<file path="src/ataw_pkg.sv">
`timescale 1ns / 1ps

package ataw_pkg;

    // Address modes held in the mode register.
    localparam logic [1:0] MODE_CHS     = 2'd0;
    localparam logic [1:0] MODE_LBA28   = 2'd1;
    localparam logic [1:0] MODE_LBA48   = 2'd2;
    localparam logic [1:0] MODE_INVALID = 2'd3;

    // Dense taskfile register codes.
    localparam logic [2:0] REG_DRIVE_HEAD   = 3'd0;
    localparam logic [2:0] REG_SECTOR_COUNT = 3'd1;
    localparam logic [2:0] REG_LBA_LOW      = 3'd2;
    localparam logic [2:0] REG_LBA_MID      = 3'd3;
    localparam logic [2:0] REG_LBA_HIGH     = 3'd4;

    // Configuration register indexes (byte address is 8 times the index).
    localparam logic [1:0] CFG_ADDRESS_MODE  = 2'd0;
    localparam logic [1:0] CFG_DRIVE_SELECT  = 2'd1;
    localparam logic [1:0] CFG_DEVICE_CAP    = 2'd2;

    localparam logic [3:0] HEAD_MASK = 4'hF;
    localparam logic [7:0] LBA_BIT   = 8'h40;

    // Index of the final write in each sequence.
    localparam logic [3:0] LAST_STEP_SHORT = 4'd4;
    localparam logic [3:0] LAST_STEP_LBA48 = 4'd8;

    // Reset values of the configuration registers.
    localparam logic [1:0]  MODE_RESET     = MODE_LBA28;
    localparam logic [7:0]  DRIVE_RESET    = 8'hA0;
    localparam logic [47:0] CAPACITY_RESET = 48'd0;

    // Configuration values seen by the datapath.
    typedef struct packed {
        logic [1:0]  address_mode;
        logic [7:0]  drive_select_bits;
        logic [47:0] device_capacity;
    } cfg_t;

    // Request held in the input register, passed to the result stage.
    typedef struct packed {
        logic        valid;
        logic        reject;
        logic [1:0]  mode;
        logic [7:0]  drive;
        logic [47:0] addr;
        logic [15:0] count;
        logic [3:0]  step;
        logic        last;
    } req_t;

endpackage

</file>
<file path="src/ataw_cfg_regs.sv">
`timescale 1ns / 1ps

module ataw_cfg_regs
    import ataw_pkg::*;
(
    input  logic        aclk,
    input  logic        aresetn,
    input  logic        psel,
    input  logic        penable,
    input  logic        pwrite,
    input  logic [4:0]  paddr,
    input  logic [63:0] pwdata,
    output logic [63:0] prdata,
    output logic        pready,
    output cfg_t        cfg
);

    logic [1:0]  mode_reg;
    logic [7:0]  drive_reg;
    logic [47:0] capacity_reg;
    logic        wr_en;
    logic [1:0]  reg_index;

    assign pready    = 1'b1;
    assign wr_en     = psel & penable & pwrite & pready;
    assign reg_index = paddr[4:3];

    // Register writes in the access cycle.
    always_ff @(posedge aclk) begin
        if (!aresetn) begin
            mode_reg     <= MODE_RESET;
            drive_reg    <= DRIVE_RESET;
            capacity_reg <= CAPACITY_RESET;
        end else if (wr_en) begin
            case (reg_index)
                CFG_ADDRESS_MODE: mode_reg     <= pwdata[1:0];
                CFG_DRIVE_SELECT: drive_reg    <= pwdata[7:0];
                CFG_DEVICE_CAP:   capacity_reg <= pwdata[47:0];
                default: ;
            endcase
        end
    end

    // Read back.
    always_comb begin
        case (reg_index)
            CFG_ADDRESS_MODE: prdata = {62'd0, mode_reg};
            CFG_DRIVE_SELECT: prdata = {56'd0, drive_reg};
            CFG_DEVICE_CAP:   prdata = {16'd0, capacity_reg};
            default:          prdata = 64'd0;
        endcase
    end

    assign cfg.address_mode      = mode_reg;
    assign cfg.drive_select_bits = drive_reg;
    assign cfg.device_capacity   = capacity_reg;

endmodule

</file>
<file path="src/ataw_req_stage.sv">
`timescale 1ns / 1ps

module ataw_req_stage
    import ataw_pkg::*;
(
    input  logic        aclk,
    input  logic        aresetn,
    input  cfg_t        cfg,
    input  logic        s_tvalid,
    output logic        s_tready,
    input  logic [47:0] start_address,
    input  logic [15:0] sector_count,
    input  logic        advance,
    output req_t        req
);

    logic        valid_reg;
    logic        valid_next;
    logic [3:0]  step_reg;
    logic [3:0]  step_next;
    logic        reject_reg;
    logic [1:0]  mode_reg;
    logic [7:0]  drive_reg;
    logic [47:0] addr_reg;
    logic [15:0] count_reg;
    logic        last;
    logic        take;
    logic        reject_in;

    // The last write of the sequence frees the register for the next request.
    assign last     = reject_reg ||
                      (step_reg == ((mode_reg == MODE_LBA48) ? LAST_STEP_LBA48
                                                             : LAST_STEP_SHORT));
    assign s_tready = !valid_reg || (advance && last);
    assign take     = s_tvalid && s_tready;

    // Rejection check is done once, when the request is taken in.
    assign reject_in = (sector_count == 16'd0) ||
                       ({32'd0, sector_count} > cfg.device_capacity) ||
                       (cfg.address_mode == MODE_INVALID);

    always_comb begin
        valid_next = valid_reg;
        step_next  = step_reg;
        if (advance) begin
            if (last) begin
                valid_next = 1'b0;
                step_next  = 4'd0;
            end else begin
                step_next = step_reg + 4'd1;
            end
        end
        if (take) begin
            valid_next = 1'b1;
            step_next  = 4'd0;
        end
    end

    // Control state.
    always_ff @(posedge aclk) begin
        if (!aresetn) begin
            valid_reg <= 1'b0;
            step_reg  <= 4'd0;
        end else begin
            valid_reg <= valid_next;
            step_reg  <= step_next;
        end
    end

    // Request payload, with the configuration in force when it arrived.
    always_ff @(posedge aclk) begin
        if (take) begin
            reject_reg <= reject_in;
            mode_reg   <= cfg.address_mode;
            drive_reg  <= cfg.drive_select_bits;
            addr_reg   <= start_address;
            count_reg  <= sector_count;
        end
    end

    assign req.valid  = valid_reg;
    assign req.reject = reject_reg;
    assign req.mode   = mode_reg;
    assign req.drive  = drive_reg;
    assign req.addr   = addr_reg;
    assign req.count  = count_reg;
    assign req.step   = step_reg;
    assign req.last   = last;

endmodule

</file>
<file path="src/ataw_out_stage.sv">
`timescale 1ns / 1ps

module ataw_out_stage
    import ataw_pkg::*;
(
    input  logic        aclk,
    input  logic        aresetn,
    input  req_t        req,
    output logic        advance,
    output logic        m_tvalid,
    input  logic        m_tready,
    output logic        write_valid,
    output logic [2:0]  register_code,
    output logic [15:0] write_data,
    output logic        accepted,
    output logic        last_write
);

    logic        m_valid_reg;
    logic        write_valid_reg;
    logic [2:0]  code_reg;
    logic [15:0] data_reg;
    logic        accepted_reg;
    logic        last_reg;
    logic        load;
    logic [2:0]  code_c;
    logic [15:0] data_c;
    logic [7:0]  dh_byte;

    assign load    = !m_valid_reg || m_tready;
    assign advance = req.valid && load;

    // Drive/head byte for the current mode.
    always_comb begin
        case (req.mode)
            MODE_CHS:   dh_byte = req.drive | {4'd0, req.addr[27:24] & HEAD_MASK};
            MODE_LBA28: dh_byte = req.drive | LBA_BIT |
                                  {4'd0, req.addr[27:24] & HEAD_MASK};
            default:    dh_byte = req.drive | LBA_BIT;
        endcase
    end

    // Register code and data for the current step.
    always_comb begin
        code_c = REG_DRIVE_HEAD;
        data_c = 16'd0;
        if (!req.reject) begin
            if (req.mode == MODE_LBA48) begin
                case (req.step)
                    4'd0: begin code_c = REG_DRIVE_HEAD;   data_c = {8'd0, dh_byte}; end
                    4'd1: begin code_c = REG_SECTOR_COUNT; data_c = {8'd0, req.count[15:8]}; end
                    4'd2: begin code_c = REG_LBA_LOW;      data_c = {8'd0, req.addr[31:24]}; end
                    4'd3: begin code_c = REG_LBA_MID;      data_c = {8'd0, req.addr[39:32]}; end
                    4'd4: begin code_c = REG_LBA_HIGH;     data_c = {8'd0, req.addr[47:40]}; end
                    4'd5: begin code_c = REG_SECTOR_COUNT; data_c = {8'd0, req.count[7:0]}; end
                    4'd6: begin code_c = REG_LBA_LOW;      data_c = {8'd0, req.addr[7:0]}; end
                    4'd7: begin code_c = REG_LBA_MID;      data_c = {8'd0, req.addr[15:8]}; end
                    default: begin code_c = REG_LBA_HIGH;  data_c = {8'd0, req.addr[23:16]}; end
                endcase
            end else begin
                case (req.step)
                    4'd0: begin code_c = REG_DRIVE_HEAD; data_c = {8'd0, dh_byte}; end
                    4'd1: begin
                        code_c = REG_SECTOR_COUNT;
                        // LBA28 keeps only the low byte of the count.
                        data_c = (req.mode == MODE_LBA28) ? {8'd0, req.count[7:0]}
                                                          : req.count;
                    end
                    4'd2: begin code_c = REG_LBA_LOW;   data_c = {8'd0, req.addr[7:0]}; end
                    4'd3: begin code_c = REG_LBA_MID;   data_c = {8'd0, req.addr[15:8]}; end
                    default: begin code_c = REG_LBA_HIGH; data_c = {8'd0, req.addr[23:16]}; end
                endcase
            end
        end
    end

    // Output valid.
    always_ff @(posedge aclk) begin
        if (!aresetn) begin
            m_valid_reg <= 1'b0;
        end else if (load) begin
            m_valid_reg <= req.valid;
        end
    end

    // Output payload.
    always_ff @(posedge aclk) begin
        if (advance) begin
            write_valid_reg <= !req.reject;
            code_reg        <= code_c;
            data_reg        <= data_c;
            accepted_reg    <= !req.reject;
            last_reg        <= req.last;
        end
    end

    assign m_tvalid      = m_valid_reg;
    assign write_valid   = write_valid_reg;
    assign register_code = code_reg;
    assign write_data    = data_reg;
    assign accepted      = accepted_reg;
    assign last_write    = last_reg;

endmodule

</file>
<file path="src/ata_taskfile_write_sequencer_unit.sv">
`timescale 1ns / 1ps
// The input register holds the request; m_ shows each write from the output register.
// One write per cycle while m_tready is high; a request gives one beat if rejected,
// 5 writes in CHS or LBA28 mode and 9 in LBA48 mode, set by the write step counter.
// The next request is taken in the cycle its predecessor's last write leaves the counter.
// Reset (aresetn, synchronous, active low) empties both stages and loads the registers
// with mode LBA28, drive byte 0xA0 and capacity 0.

module ata_taskfile_write_sequencer_unit
    import ataw_pkg::*;
(
    input  logic        aclk,
    input  logic        aresetn,
    // Request channel.
    input  logic        s_tvalid,
    output logic        s_tready,
    input  logic [63:0] s_tdata,   // [47:0] start_address, [63:48] sector_count
    // Write channel.
    output logic        m_tvalid,
    input  logic        m_tready,
    output logic [23:0] m_tdata,   // [2:0] register_code, [18:3] write_data, [23:19] zero
    output logic [1:0]  m_tuser,   // [0] write_valid, [1] accepted
    output logic        m_tlast,
    // Configuration port.
    input  logic        psel,
    input  logic        penable,
    input  logic        pwrite,
    input  logic [4:0]  paddr,
    input  logic [63:0] pwdata,
    output logic [63:0] prdata,
    output logic        pready
);

    cfg_t        cfg;
    req_t        req;
    logic        advance;
    logic        write_valid;
    logic [2:0]  register_code;
    logic [15:0] write_data;
    logic        accepted;

    ataw_cfg_regs u_cfg (
        .aclk    (aclk),
        .aresetn (aresetn),
        .psel    (psel),
        .penable (penable),
        .pwrite  (pwrite),
        .paddr   (paddr),
        .pwdata  (pwdata),
        .prdata  (prdata),
        .pready  (pready),
        .cfg     (cfg)
    );

    ataw_req_stage u_req (
        .aclk          (aclk),
        .aresetn       (aresetn),
        .cfg           (cfg),
        .s_tvalid      (s_tvalid),
        .s_tready      (s_tready),
        .start_address (s_tdata[47:0]),
        .sector_count  (s_tdata[63:48]),
        .advance       (advance),
        .req           (req)
    );

    ataw_out_stage u_out (
        .aclk          (aclk),
        .aresetn       (aresetn),
        .req           (req),
        .advance       (advance),
        .m_tvalid      (m_tvalid),
        .m_tready      (m_tready),
        .write_valid   (write_valid),
        .register_code (register_code),
        .write_data    (write_data),
        .accepted      (accepted),
        .last_write    (m_tlast)
    );

    assign m_tdata = {5'd0, write_data, register_code};
    assign m_tuser = {accepted, write_valid};

endmodule
</file>
<file path="config.mk">
export PLATFORM = sky130hd
export DESIGN_NAME = ata_taskfile_write_sequencer_unit
export DESIGN_NICKNAME = d
export VERILOG_FILES = /design/src/ataw_pkg.sv /design/src/ataw_cfg_regs.sv /design/src/ataw_req_stage.sv /design/src/ataw_out_stage.sv /design/src/ata_taskfile_write_sequencer_unit.sv
export SDC_FILE = /design/constraint.sdc
export NUM_CORES = 1
export LEC_CHECK = 0
export ABC_AREA = 0
export BUFFER_PORTS_ARGS = -buffer_cell sky130_fd_sc_hd__buf_2
export CELL_PAD_IN_SITES_DETAIL_PLACEMENT = 2
export CELL_PAD_IN_SITES_GLOBAL_PLACEMENT = 2
export CORE_ASPECT_RATIO = 0.6
export CORE_MARGIN = 2
export CORE_UTILIZATION = 28
export DETAILED_ROUTE_END_ITERATION = 10
export MAX_ROUTING_LAYER = met4
export PLACE_DENSITY = 0.79
export SETUP_SLACK_MARGIN = 0.15
export SYNTH_ARGS = -nofsm -noshare
export SYNTH_HDL_FRONTEND = slang
export SYNTH_SLANG_ARGS = --single-unit
export TNS_END_PERCENT = 100
</file>
<file path="constraint.sdc">
create_clock -name aclk -period 3.6 [get_ports aclk]
set_clock_uncertainty 0.2 [all_clocks]
set_input_delay 0.18 -clock aclk [delete_from_list [all_inputs] [get_ports aclk]]
set_output_delay 0.18 -clock aclk [all_outputs]
set_load 0.05 [all_outputs]
</file>
==> results.txt, run 1 <==
The worst setup path is captured at an output pin. The DRC marker count from the first detailed-route iteration came out at 532. Summing all flip-flop and latch instances after layout gives 4160 µm².

The total congestion overflow is 0. Entering global routing, the biggest net connects 49 pins. After detailed placement, the total cell area comes to 8780 µm².

The cell area that synthesis handed to floorplanning was 7520 µm². The post-route cell area is 10600 µm². In this run the count of I/O pins placed on the die edge is 234. The post-layout total power is 4.74 mW. Leaving out fill and tap cells, the most frequent cell in the layout is sky130_fd_sc_hd__buf_2. The final antenna-violating net count came out at 0. The number of hold-repair buffers added at the cts stage came out at 117.

The via count is 6771. The part of the Yosys area used for sequential elements came out at 0.554. The area growth from synthesis to final layout came out at 40.3%. The number of buffers inserted by port buffering came out at 192. The number of rows in the core area is 46. The TritonCTS clock tree is yes.

The share of final-layout standard cells stronger than drive strength 1 is 0.255. The initial utilization of the core area, before any placement, comes to 0.285. The average via count per standard cell came out at 4.91. The number of cells upsized or downsized after cts is 0. Yosys mapped the design onto 64 distinct sky130hd cell types. After technology mapping, the gate count stands at 702.

The core region is 26400 µm². The first-pass detailed-route iteration total is 7. The power per standard cell area came out at 450 nW/µm². The final routed DRC violation total is 0. The global routing usage summed across all routing layers is 0.225. The wire-length estimate of the detail-placed layout is 20.9 mm. The class of the tightest hold or removal check is in2reg. The count of flip-flops with a built-in enable after synthesis came out at 96.

The final-stage net count came out at 1163. The flow ran to the end, and the final reports show no timing, DRC or antenna violations. The via count of the first global-routing pass came to 7165. The multi-input combinational cells in the finished layout cover a total of 2970 µm². The maximum number of buffers from clock root to sink came out at 2.

The routed wirelength normalized by instance count is 22.2 µm. The total negative slack for setup checks came out at 0 ns. The count of yosys warnings during synthesis came out at 0. Synthesis inferred 160 register bits. The final number of hold-violating endpoints came to 0. The floorplan step set the die height to 131 µm. The insertion delay to the later sink of the worst-skew pair is 0.45 ns.

After synthesis, the share of flip-flops with an asynchronous set or reset is 0. STA classifies the critical path startpoint as a flip-flop. In this run the mean area of a mapped cell was 10.7 µm².

Measured against its own limit, the worst slew margin works out to 0.419. The final-report setup violation count came out at 0. The worst-margin pin slew came out at 0.872 ns. The number of clock sinks came out at 160. Hold timing on the final database bottoms out at a slack of 0.0383 ns. The root buffer cell is sky130_fd_sc_hd__clkbuf_16.

The number of buffers added by the clock tree synthesis step is 17. Summed over all cells, the static leakage comes to 4.15 nW. In the synthesized netlist the dominant register cell turns out to be sky130_fd_sc_hd__edfxtp_1. The worst setup path is of the reg2out kind.

The maximum clock rate is 321 MHz. The global-route wire length before repair is 45.2 mm. The peak ir drop on the vdd network is 304 µV. The top fanout value on the critical path came out at 14. The period utilization is 0.865. The number of antenna violations at the first check in global routing came out at 1. The post-CTS setup buffer count came out at 0.

The clock period minus final worst setup slack is 3.11 ns. The die covers 28200 µm². The clock-pin slew on the worst setup and hold paths is 0.07 ns. Setup repair after global routing left no endpoint under its margin.

The worst endpoint required time is 3.22 ns. The final weighted congestion in routability-driven placement is 0.855. In the layout the commonest cells are 192 x sky130_fd_sc_hd__buf_2, 128 x sky130_fd_sc_hd__nand2_1, 117 x sky130_fd_sc_hd__dlygate4sd3_1.

The number of max-slew violations in the final report came out at 0. The data arrival time of the critical path is 2.73 ns. The number of levels the H-tree was split into came out at 4. The number of max-cap violations came out at 0. The detailed-route wire length is 30.6 mm. The filler cells instantiated in the layout total 2811. The floorplan die width is 216 µm.
## synth_stat cells, drive strengths merged (3+ instances only)
master / instances / area [µm²]
a2111oi: 4 / 41.3
a21boi: 50 / 379
a21oi: 26 / 130
a221oi: 5 / 50.0
a222oi: 5 / 50.1
a22o: 13 / 114
a22oi: 13 / 97.6
and2: 41 / 257
and3: 3 / 18.8
buf: 46 / 318
clkbuf: 19 / 72.6
dfxtp: 64 / 1280
edfxtp: 96 / 2880
ha: 20 / 250
inv: 22 / 82.6
mux2i: 14 / 140
nand2: 128 / 480
nand2b: 4 / 25.0
nand3: 9 / 45.0
nand4: 10 / 62.6
nor2: 14 / 52.6
nor2b: 17 / 106
nor3: 14 / 80.1
nor3b: 6 / 77.6
nor4: 15 / 100
o21a: 3 / 30.0
o21ai: 11 / 55.1
## kinds of logic (layout without fill, tap and decap cells)
family / after synthesis / in the layout / synth area share
fa+ha+maj: 20 / 20 / 0.0333
mux: 14 / 14 / 0.0186
xor+xnor: 3 / 3 / 0.00350
simple gates: 267 / 267 / 0.179
other cells: 2 / 24 / 0.000999
compound gates: 149 / 149 / 0.148
buf+inv: 87 / 381 / 0.0629
flops: 160 / 160 / 0.554
## area by class of cell
type	instances	share of cell area
inverters	22	0.00783
well taps	360	0.0427
diodes	2	0.000474
clock buffers	17	0.0403
repair buffers	327	0.216
clock inverters	15	0.0164
flip-flops and latches	160	0.395
multi-input cells	475	0.282
## metrics by stage
step	setup WS (ns)	util	cells
finish	0.488	0.399	1378
global route	0.304	0.399	1377
CTS	0.481	0.399	1376
detailed placement	0.674	0.332	1227
global placement	0.859	0.332	1227
floorplan	0.485	-	722
## critical path: stages, from the launching register on
cell and delay (ns):
sky130_fd_sc_hd__dfxtp_1 0.75, sky130_fd_sc_hd__inv_2 0.25, sky130_fd_sc_hd__nor3_1 0.25, sky130_fd_sc_hd__o21ai_1 0.15
sky130_fd_sc_hd__a21boi_2 0.37, sky130_fd_sc_hd__nand2b_1 0.22, sky130_fd_sc_hd__buf_2 0.29
## power breakdown
| part | switching [mW] | total, mW | leakage (nW) | internal (mW) |
|---|---|---|---|---|
| combinational | 0.458 | 0.718 | 2.43 | 0.259 |
| sequential | 0.0588 | 2.11 | 1.43 | 2.05 |
| clock | 0.868 | 1.91 | 0.289 | 1.05 |
## layer usage
layer / vias to the layer above / global-route usage / wire [µm] / share of wire
met2: 252 / 0.349 / 14300 / 0.47
met5: - / - / 0 / 0
met1: 3408 / 0.299 / 14100 / 0.46
met4: 0 / 0.0649 / 450 / 0.015
li1: 3076 / - / - / -
met3: 35 / 0.0461 / 1800 / 0.059
## final timing paths
check	end	startpoint	slack, ns	cells after the start
max	s_tready	u_req.step_reg[3]	0.49	6
min	u_cfg.mode_reg[0]	paddr[4]	0.04	4
max reg2reg	u_out.write_data[4]	u_req.step_reg[0]	0.49	7
min reg2reg	u_cfg.capacity_reg[37]	u_cfg.capacity_reg[37]	0.28	2
(Power assumes the default switching activity.)
==> inputs of run 2 (changes only) <==
Settings changed: ABC_AREA 0 to 1, CORE_UTILIZATION 28 to 27, PLACE_DENSITY 0.79 to 0.82, SYNTH_HIERARCHICAL set to 1.
==> run 2 against run 1 <==
Against the previous run: worst hold slack worse by 0.0066 ns; via count is 17% higher; global-route usage is 0.20 points lower; final area is 6.1% higher; core utilization is 2.4 points lower; flip-flop and latch count stayed put; non-clock buffer count is 4 lower; worst setup slack better by 0.41 ns; first-iteration DRC count is 16% lower; sequential share of layout area is 2.3 points lower; critical path type is now reg2reg.
==> results.txt, run 2 <==
The run finished with clean final reports. The overall die area is 31600 µm² (+12%). The worst slack at placement came to 1.09 ns (+0.416 ns). The dominant cell type by area after synthesis is sky130_fd_sc_hd__edfxtp_1. The multiplexer share of the synthesized area came out at 0 (-0.0186). The worst hold path terminates at u_cfg/mode_reg[0]. The worst register-to-register path begins at u_req/step_reg[1]. The library cell used most frequently in the layout, excluding fill and tap cells, is sky130_fd_sc_hd__nor2_1. The global routing usage summed across all routing layers is 0.223 (-0.00198). The overall die height came out at 138 µm (+5.8%).

The number of antenna violations at the first check in global routing is 5 (+4). By instance count, the leading cell after synthesis is sky130_fd_sc_hd__nor2_1. Among all stages on the critical path, the largest delay is contributed by sky130_fd_sc_hd__nor2_2.

Setup repair after global routing left no endpoint under its margin. The routed wirelength normalized by instance count came out at 19.2 µm (-14%). The post-route non-filler standard cell count is 1750 (+27%). The worst-margin pin slew came out at 0.848 ns (-0.0235 ns). The fraction of synthesized cell area in xor and xnor cells was 0.00215 (-0.00134). The number of rows in the core area came out at 49 (+6.5%). The final weighted congestion in routability-driven placement was 0.832 (-2.7%). The via count came to 7927 (+17%). The floorplan die width came out at 228 µm (+5.8%). The initial core utilization came out at 0.273 (-0.0114).

The worst setup path is launched from a flip-flop. The final worst slack was 0.894 ns (+0.406 ns). The worst max-slew margin expressed relative to the limit is 0.433 (+0.0136). The total congestion overflow came out at 0 (unchanged). The top cell types in the final layout, fill and taps aside, are 228 x sky130_fd_sc_hd__nor2_1, 214 x sky130_fd_sc_hd__nand2_1, 192 x sky130_fd_sc_hd__buf_2. The number of buffers added by the clock tree synthesis step is 17 (unchanged). The first-pass detailed-route iteration total came to 5 (-2). The clock period minus final worst setup slack came out at 2.71 ns (-0.406 ns). The insertion delay to the later sink of the worst-skew pair is 0.44 ns (about the same). The count of flip-flops with a built-in enable after synthesis came to 96 (unchanged).

The filler cell count came out at 3392 (+21%). The part of the Yosys area used for sequential elements came to 0.512 (-0.0422). The final routed DRC violation total is 0 (unchanged). The number of distinct standard cells referenced by the synthesized netlist came to 35 (-45%). The hold path startpoint is paddr[3]. The root buffer cell is sky130_fd_sc_hd__clkbuf_16. The number of max-slew violations in the final report is 0 (unchanged). The final antenna-violating net count is 0 (unchanged). The final-report setup violation count is 0 (unchanged).

The global-route wire length before repair is 51.8 mm (+14%). The number of buffers inserted by port buffering was 192 (unchanged). The clock-pin slew on the worst setup and hold paths was 0.07 ns (about the same). The final number of hold-violating endpoints came out at 0 (unchanged).

The number of synthesized register bits is 160 (unchanged). The number of cells after detailed placement came out at 1591 (+30%). The area share of fa/ha/maj cells after synthesis is 0.0277 (-0.00561).

Traced cell by cell, the critical path runs through inv_2 > nor2_2 > nand2_1 > inv_2 > nand2_1 > nand4_1 > nand2_1 > nor2_1. The top fanout value on the critical path came to 13 (-1). The half-perimeter wire length after detailed placement came out at 22.9 mm (+9.4%). The share of async-settable or async-resettable flops after synthesis was 0 (unchanged). The DRC marker count from the first detailed-route iteration came out at 448 (-16%). The number of clock sinks is 160 (unchanged). The post-route cell area was 11200 µm² (+6.1%). In this run the worst setup path begins at u_req/step_reg[1].

The delay of the slowest cell on the worst path came out at 0.66 ns (-0.09 ns). The worst setup path is captured at a flip-flop. The count of yosys warnings during synthesis is 6 (+6). The synthesized instance count came out at 1027 (+46%). TritonCTS built the clock tree.

The post-layout total power came out at 4.68 mW (-1.3%). The worst endpoint required time came out at 3.70 ns (+0.48 ns). The maximum number of buffers from clock root to sink came to 2 (unchanged). The core box area came out at 29800 µm² (+13%). For this run, the leading register cell type out of synthesis is sky130_fd_sc_hd__edfxtp_1. The final-stage net count came to 1481 (+27%). The data arrival time of the critical path is 2.80 ns (+0.07 ns). The commonest cells after synthesis are 231 x sky130_fd_sc_hd__nor2_1, 215 x sky130_fd_sc_hd__nand2_1, 134 x sky130_fd_sc_hd__inv_1.

The worst register-to-register path ends at u_out/write_data[3]. The static power due to leakage is 4.95 nW (+19%). The number of ports placed on the die boundary came out at 234 (unchanged).

The worst reg-to-reg setup slack came out at 0.89 ns (+0.41 ns). The number of cells on the worst reg-to-reg path is 8 (+1). The cell that appears most often on the critical path is sky130_fd_sc_hd__nand2_1. The average via count per standard cell came out at 4.53 (-7.8%). The power per standard cell area came out at 418 nW/µm² (-6.9%). The placed standard-cell area is 9360 µm² (+6.7%). The area share of the leading cell type in the synthesized netlist is 0.354 (-0.0292). The maximum clock rate was 370 MHz (+15%). The area growth from synthesis to final layout came out at 37.5%. The combinational family with the most area after synthesis is simple AND/OR/NAND/NOR gates. The via count of the first global-routing pass is 8730 (+22%). By area the synthesized netlist is led by sky130_fd_sc_hd__edfxtp_1 35%, sky130_fd_sc_hd__dfxtp_1 16%, sky130_fd_sc_hd__nor2_1 11%.

The total negative slack for setup checks came to 0 ns (unchanged). The post-synthesis average cell area was 7.92 µm² (-26%). The fraction of the mapped netlist area in compound gates is 0.0371 (-0.111). The number of cells upsized or downsized after cts is 0 (unchanged). The type of the worst setup path is reg2reg. The number of max-cap violations is 0 (unchanged). The period utilization is 0.752 (-0.113). The detailed-route wire length is 33.5 mm (+9.5%).

The number of levels the H-tree was split into is 4 (unchanged). The number of cells on the worst hold path is 5 (+1). The post-synthesis instance area was 8140 µm² (+8.3%). The peak ir drop on the vdd network is 343 µV (+13%).

The share of final-layout standard cells stronger than drive strength 1 was 0.200 (-0.0551). The worst hold path belongs to the class in2reg. The largest net degree at the start of global routing was 76 (+55%). The post-synthesis share of cell area spent on and, or, nand and nor gates came out at 0.298 (+0.119).
run 2: cell types whose count changed after synthesis, sizes merged, moves of 13 or more:
cell and delta:
nor2 +224, inv +124, nand2 +94, nand3 +87, a21boi -48, and2 -41, nor2b -17, mux2i -14
a22o -13, a22oi -13
run 2: power breakdown:
group	internal, mW	switching, mW
logic	0.241	0.456
clock network	1.07	0.811
registers	2.04	0.0573
run 2: worst max path at each step:
stage                                   to  slack, ns
floorplan                u_req/addr_reg[0]       0.46
global placement       u_out/write_data[6]       1.27
detailed placement     u_out/write_data[6]       1.09
CTS                    u_out/write_data[6]       0.95
global route        u_cfg/capacity_reg[22]       0.77
finish                 u_out/write_data[3]       0.89
run 2: metal layers:
metal  global-route usage  wire, µm  vias up
met5                    -         0        -
met2                0.366     16200      188
li1                     -         -     3784
met3               0.0497      1500       44
met1                0.276     15200     3911
met4               0.0647       626        0
run 2: logic make-up (layout without fill, tap and decap cells):
logic type | Yosys count | count (layout)
simple gates | 578 | 578
buf+inv | 212 | 502
flops | 160 | 160
compound gates | 54 | 54
fa+ha+maj | 18 | 18
other cells | 3 | 28
xor+xnor | 2 | 2
run 2: repair_timing:
item | 4_1_cts | 5_1_grt
buffers inserted | 0 | 0
hold buffers | 121 | 0
endpoints found under the hold margin | 128 | 0
run 2: worst max-delay path, delay by kind of cell, from the launching register on:
| family | cells | cell delay (ns) |
|---|---|---|
| buf+inv | 2 | 0.38 |
| simple gates | 6 | 1.46 |
| flops | 1 | 0.51 |
run 2: area by class of cell:
cell class / instances / area (µm²) / share of cell area
Clock buffer: 21 / 503 / 0.0450
Sequential cell: 160 / 4160 / 0.372
Antenna cell: 6 / 15.0 / 0.00134
Tap cell: 408 / 510 / 0.0456
Clock inverter: 11 / 98.8 / 0.00883
Timing Repair Buffer: 323 / 2260 / 0.202
Inverter: 147 / 557 / 0.0498
Multi-Input combinational cell: 674 / 3080 / 0.275
run 2: metrics by stage:
step | hold WS, ns | utilization
global route | 0.0676 | 0.375
detailed placement | 0.159 | 0.314
CTS | 0.0137 | 0.375
floorplan | 0.0789 | -
finish | 0.0317 | 0.376
global placement | 0.159 | 0.314
==> inputs of run 3 (changes only) <==
Settings changed: ABC_AREA 1 to 0, CORE_UTILIZATION 27 to 32, PLACE_DENSITY 0.82 to 0.83.
Clock period 3.6 ns to 2.5 ns, I/O delays scaled along.
==> run 3 against run 2 <==
Against the previous run: worst hold slack better by 0.012 ns; global-route usage increased by 4.1 points; total power is 47% higher; clock power rose by 55%; sequential power rose by 44%; largest power group unchanged; routed wire length fell by 3.3%; flip-flop and latch count unchanged.
==> results.txt, run 3 <==
The largest net degree at the start of global routing was 59 (-22%). The via count is 6932 (-13%). The final worst slack is 0.206 ns (-0.688 ns). The floorplan die width is 206 µm (-9.7%). The number of synthesized register bits is 160 (unchanged). The master of the slowest instance on the critical path is sky130_fd_sc_hd__or4_4. The final-report setup violation count came out at 0 (unchanged).

The half-perimeter wire length after detailed placement is 20.6 mm (-10%). The post-layout total power came out at 6.89 mW (+47%). The maximum clock rate came out at 436 MHz (+18%). In this run the worst setup path terminates at u_out/write_data[1]. The number of levels the H-tree was split into is 4 (unchanged).

The endpoint identified for the worst register-to-register timing path is u_out/write_data[1]. The number of distinct standard cells referenced by the synthesized netlist came to 68 (+94%). The post-route cell area is 11200 µm² (-0.11%).

The number of cells on the worst hold path came out at 4 (-1). The area share of the leading cell type in the synthesized netlist is 0.368 (+0.0141). The worst max-slew margin expressed relative to the limit came out at 0.638 (+0.205). The core box area is 24100 µm² (-19%). The count of flip-flops with a built-in enable after synthesis is 96 (unchanged).

The total congestion overflow is 0 (unchanged). The number of buffer and inverter stages on the critical path is 1 (-1). The insertion delay to the later sink of the worst-skew pair came out at 0.44 ns (about the same).

In this design, the largest share of critical-path delay is due to compound AO/OA/AOI/OAI gates. By instance count, the leading cell after synthesis is sky130_fd_sc_hd__nand2_1. The clock-pin slew on the worst setup and hold paths was 0.07 ns (about the same).

The TritonCTS clock tree is yes. The peak ir drop on the vdd network was 419 µV (+22%). The number of rows in the core area is 44 (-10%). The number of cells on the worst reg-to-reg path is 5 (-3). The number of max-slew violations in the final report is 0 (unchanged).

The top fanout value on the critical path came out at 11 (-2). The final number of hold-violating endpoints was 0 (unchanged). The final antenna-violating net count is 0 (unchanged). The area growth from synthesis to final layout is 42.8%. The overall die height was 125 µm (-9.6%). The DRC marker count from the first detailed-route iteration came out at 431 (-3.8%).

The worst reg-to-reg setup slack came out at 0.21 ns (-0.69 ns). STA classifies the critical path startpoint as a flip-flop. The number of buffers inserted by port buffering came to 192 (unchanged). STA classifies the critical path endpoint as a flip-flop.

The placed standard-cell area is 9130 µm² (-2.4%). The global-route wire length before repair came out at 48.5 mm (-6.3%). The initial core utilization came out at 0.325 (+0.0514). Ranked by total cell area, the synthesized netlist is headed by sky130_fd_sc_hd__edfxtp_1 37%, sky130_fd_sc_hd__dfxtp_1 16%, sky130_fd_sc_hd__mux2i_1 8.4%. The number of clock sinks came out at 160 (unchanged). The share of async-settable or async-resettable flops after synthesis came out at 0 (unchanged).

The worst endpoint required time came out at 2.54 ns (-1.16 ns). The number of ports placed on the die boundary was 234 (unchanged). The class of the tightest hold or removal check is in2reg.

The final-stage net count came out at 1194 (-19%). The static power due to leakage was 4.47 nW (-9.6%). The clock period minus final worst setup slack is 2.29 ns (-0.412 ns). The delay of the slowest cell on the worst path came out at 0.62 ns (-0.04 ns).

The final weighted congestion in routability-driven placement came to 0.864 (+3.8%). The worst register-to-register path begins at u_req/step_reg[1]. The data arrival time of the critical path is 2.33 ns (-0.47 ns).

The worst setup path is of the reg2reg kind. The maximum number of buffers from clock root to sink is 2 (unchanged). The average via count per standard cell is 5.05 (+11%). The overall die area is 25800 µm² (-18%). The synthesized instance count came out at 708 (-31%).

The share of final-layout standard cells stronger than drive strength 1 is 0.269 (+0.0690). The part of the Yosys area used for sequential elements came out at 0.532 (+0.0204). Ranked by instance count, the synthesized netlist is headed by 115 x sky130_fd_sc_hd__nand2_1, 96 x sky130_fd_sc_hd__edfxtp_1, 66 x sky130_fd_sc_hd__mux2i_1. The critical path goes through buf_4 > or4_4 > a21oi_1 > a2111oi_2 > a211oi_1. The dominant register cell in the synthesized netlist is sky130_fd_sc_hd__edfxtp_1. The routed wirelength normalized by instance count is 23.6 µm (+23%). The dominant cell type by area after synthesis is sky130_fd_sc_hd__edfxtp_1. Setup repair after global routing left no endpoint under its margin. The number of antenna violations at the first check in global routing came out at 2 (-3). The root buffer cell is sky130_fd_sc_hd__clkbuf_16. The post-synthesis average cell area came out at 11.1 µm² (+40%). The final routed DRC violation total came to 0 (unchanged). The top cell types in the final layout, fill and taps aside, are 190 x sky130_fd_sc_hd__buf_2, 135 x sky130_fd_sc_hd__dlygate4sd3_1, 114 x sky130_fd_sc_hd__nand2_1. The worst slack at placement came to 0.111 ns (-0.980 ns). The utilization after layout came out at 0.464 (+0.0880). The number of cells after detailed placement is 1201 (-25%). The worst-margin pin slew came to 0.544 ns (-0.305 ns). The number of buffers added by the clock tree synthesis step is 17 (unchanged). Leaving out fill and tap cells, the most frequent cell in the layout is sky130_fd_sc_hd__buf_2.

The count of yosys warnings during synthesis is 6 (unchanged). The power per standard cell area is 617 nW/µm² (+47%). The number of max-cap violations is 0 (unchanged). The total number of cells along the worst setup path is 5 (-3). The global routing usage summed across all routing layers was 0.264 (+0.0415). The first-pass detailed-route iteration total is 5 (unchanged). The origin of the worst setup path is u_req/step_reg[1]. The post-route non-filler standard cell count is 1373 (-22%). The post-synthesis instance area came out at 7830 µm² (-3.8%). The detailed-route wire length came out at 32.4 mm (-3.3%). The run finished with clean final reports. The period utilization is 0.918 (+0.166). The via count of the first global-routing pass is 7685 (-12%).
[run 3: cell count changes after synthesis, moves of 7 or more]
cell                       delta
sky130_fd_sc_hd__nor2_1     -219
sky130_fd_sc_hd__nand2b_1    +11
sky130_fd_sc_hd__nand3_1     -87
sky130_fd_sc_hd__clkbuf_1     +7
sky130_fd_sc_hd__a21oi_1     -12
sky130_fd_sc_hd__inv_2       -10
sky130_fd_sc_hd__inv_1      -103
sky130_fd_sc_hd__and2_1      +54
sky130_fd_sc_hd__mux2i_1     +66
sky130_fd_sc_hd__nand2_1    -100
sky130_fd_sc_hd__nor2b_1      +9
sky130_fd_sc_hd__nor4_1      +11
[run 3: report_power, final]
| part | total [mW] | leakage, nW | switching (mW) | internal, mW |
|---|---|---|---|---|
| combinational | 0.962 | 2.73 | 0.584 | 0.378 |
| sequential | 3.02 | 1.43 | 0.0828 | 2.93 |
| clock | 2.92 | 0.304 | 1.13 | 1.78 |
| total | 6.89 | 4.47 | 1.80 | 5.09 |
[run 3: cells by family (layout without fill, tap and decap cells)]
| family | after synthesis | count (layout) | synth area share |
|---|---|---|---|
| multiplexers | 76 | 76 | 0.109 |
| AO/OA/AOI/OAI | 91 | 91 | 0.0849 |
| buffers and inverters | 99 | 421 | 0.0713 |
| AND/OR/NAND/NOR | 259 | 259 | 0.170 |
| XOR/XNOR | 2 | 2 | 0.00224 |
| adder cells (fa/ha/maj) | 18 | 18 | 0.0288 |
| flip-flops | 160 | 160 | 0.532 |
| other | 3 | 24 | 0.00144 |
[run 3: metal layers]
metal | wire length (µm) | vias up | global-route usage
li1 | - | 3148 | -
met1 | 14100 | 3472 | 0.331
met2 | 15400 | 252 | 0.419
met3 | 1870 | 60 | 0.0516
met4 | 1110 | 0 | 0.110
met5 | 0 | - | -
[run 3: stage by stage]
step	hold WS [ns]	TNS, ns
after global routing	0.0408	0
after global placement	0.103	0
final	0.0440	0
after detailed placement	0.104	0
after floorplan	0.0120	-21.00
after CTS	0.0247	0
[run 3: worst min path at each step]
stage,end,start
6_report,u_cfg/mode_reg[1],paddr[4]
2_1_floorplan,u_req/step_reg[1],s_tvalid
3_3_place_gp,u_req/addr_reg[41],s_tdata[41]
3_5_place_dp,u_req/addr_reg[16],s_tdata[16]
5_1_grt,u_cfg/mode_reg[1],paddr[4]
4_1_cts,u_cfg/mode_reg[1],paddr[4]
[run 3: area by class of cell]
class                   instances  area [µm²]
diodes                          2        5.00
clock inverters                 9         181
flip-flops and latches        160        4170
clock buffers                  23         448
fillers                      2514       12900
inverters                      34         128
multi-input cells             468        3230
well taps                     322         403
repair buffers                355        2610
[run 3: worst reg2reg max path, stage by stage (launching register included)]
cell and delay [ns]:
sky130_fd_sc_hd__dfxtp_2 0.42, sky130_fd_sc_hd__buf_4 0.20, sky130_fd_sc_hd__or4_4 0.62, sky130_fd_sc_hd__a21oi_1 0.29, sky130_fd_sc_hd__a2111oi_2 0.08, sky130_fd_sc_hd__a211oi_1 0.30
[run 3: timing repair]
item	in CTS	in global routing
buffers inserted	1	2
endpoints found under the hold margin	126	0
pin swaps	1	1
hold buffers	135	0
resized for setup	1	11
endpoints found under the setup margin	66	86
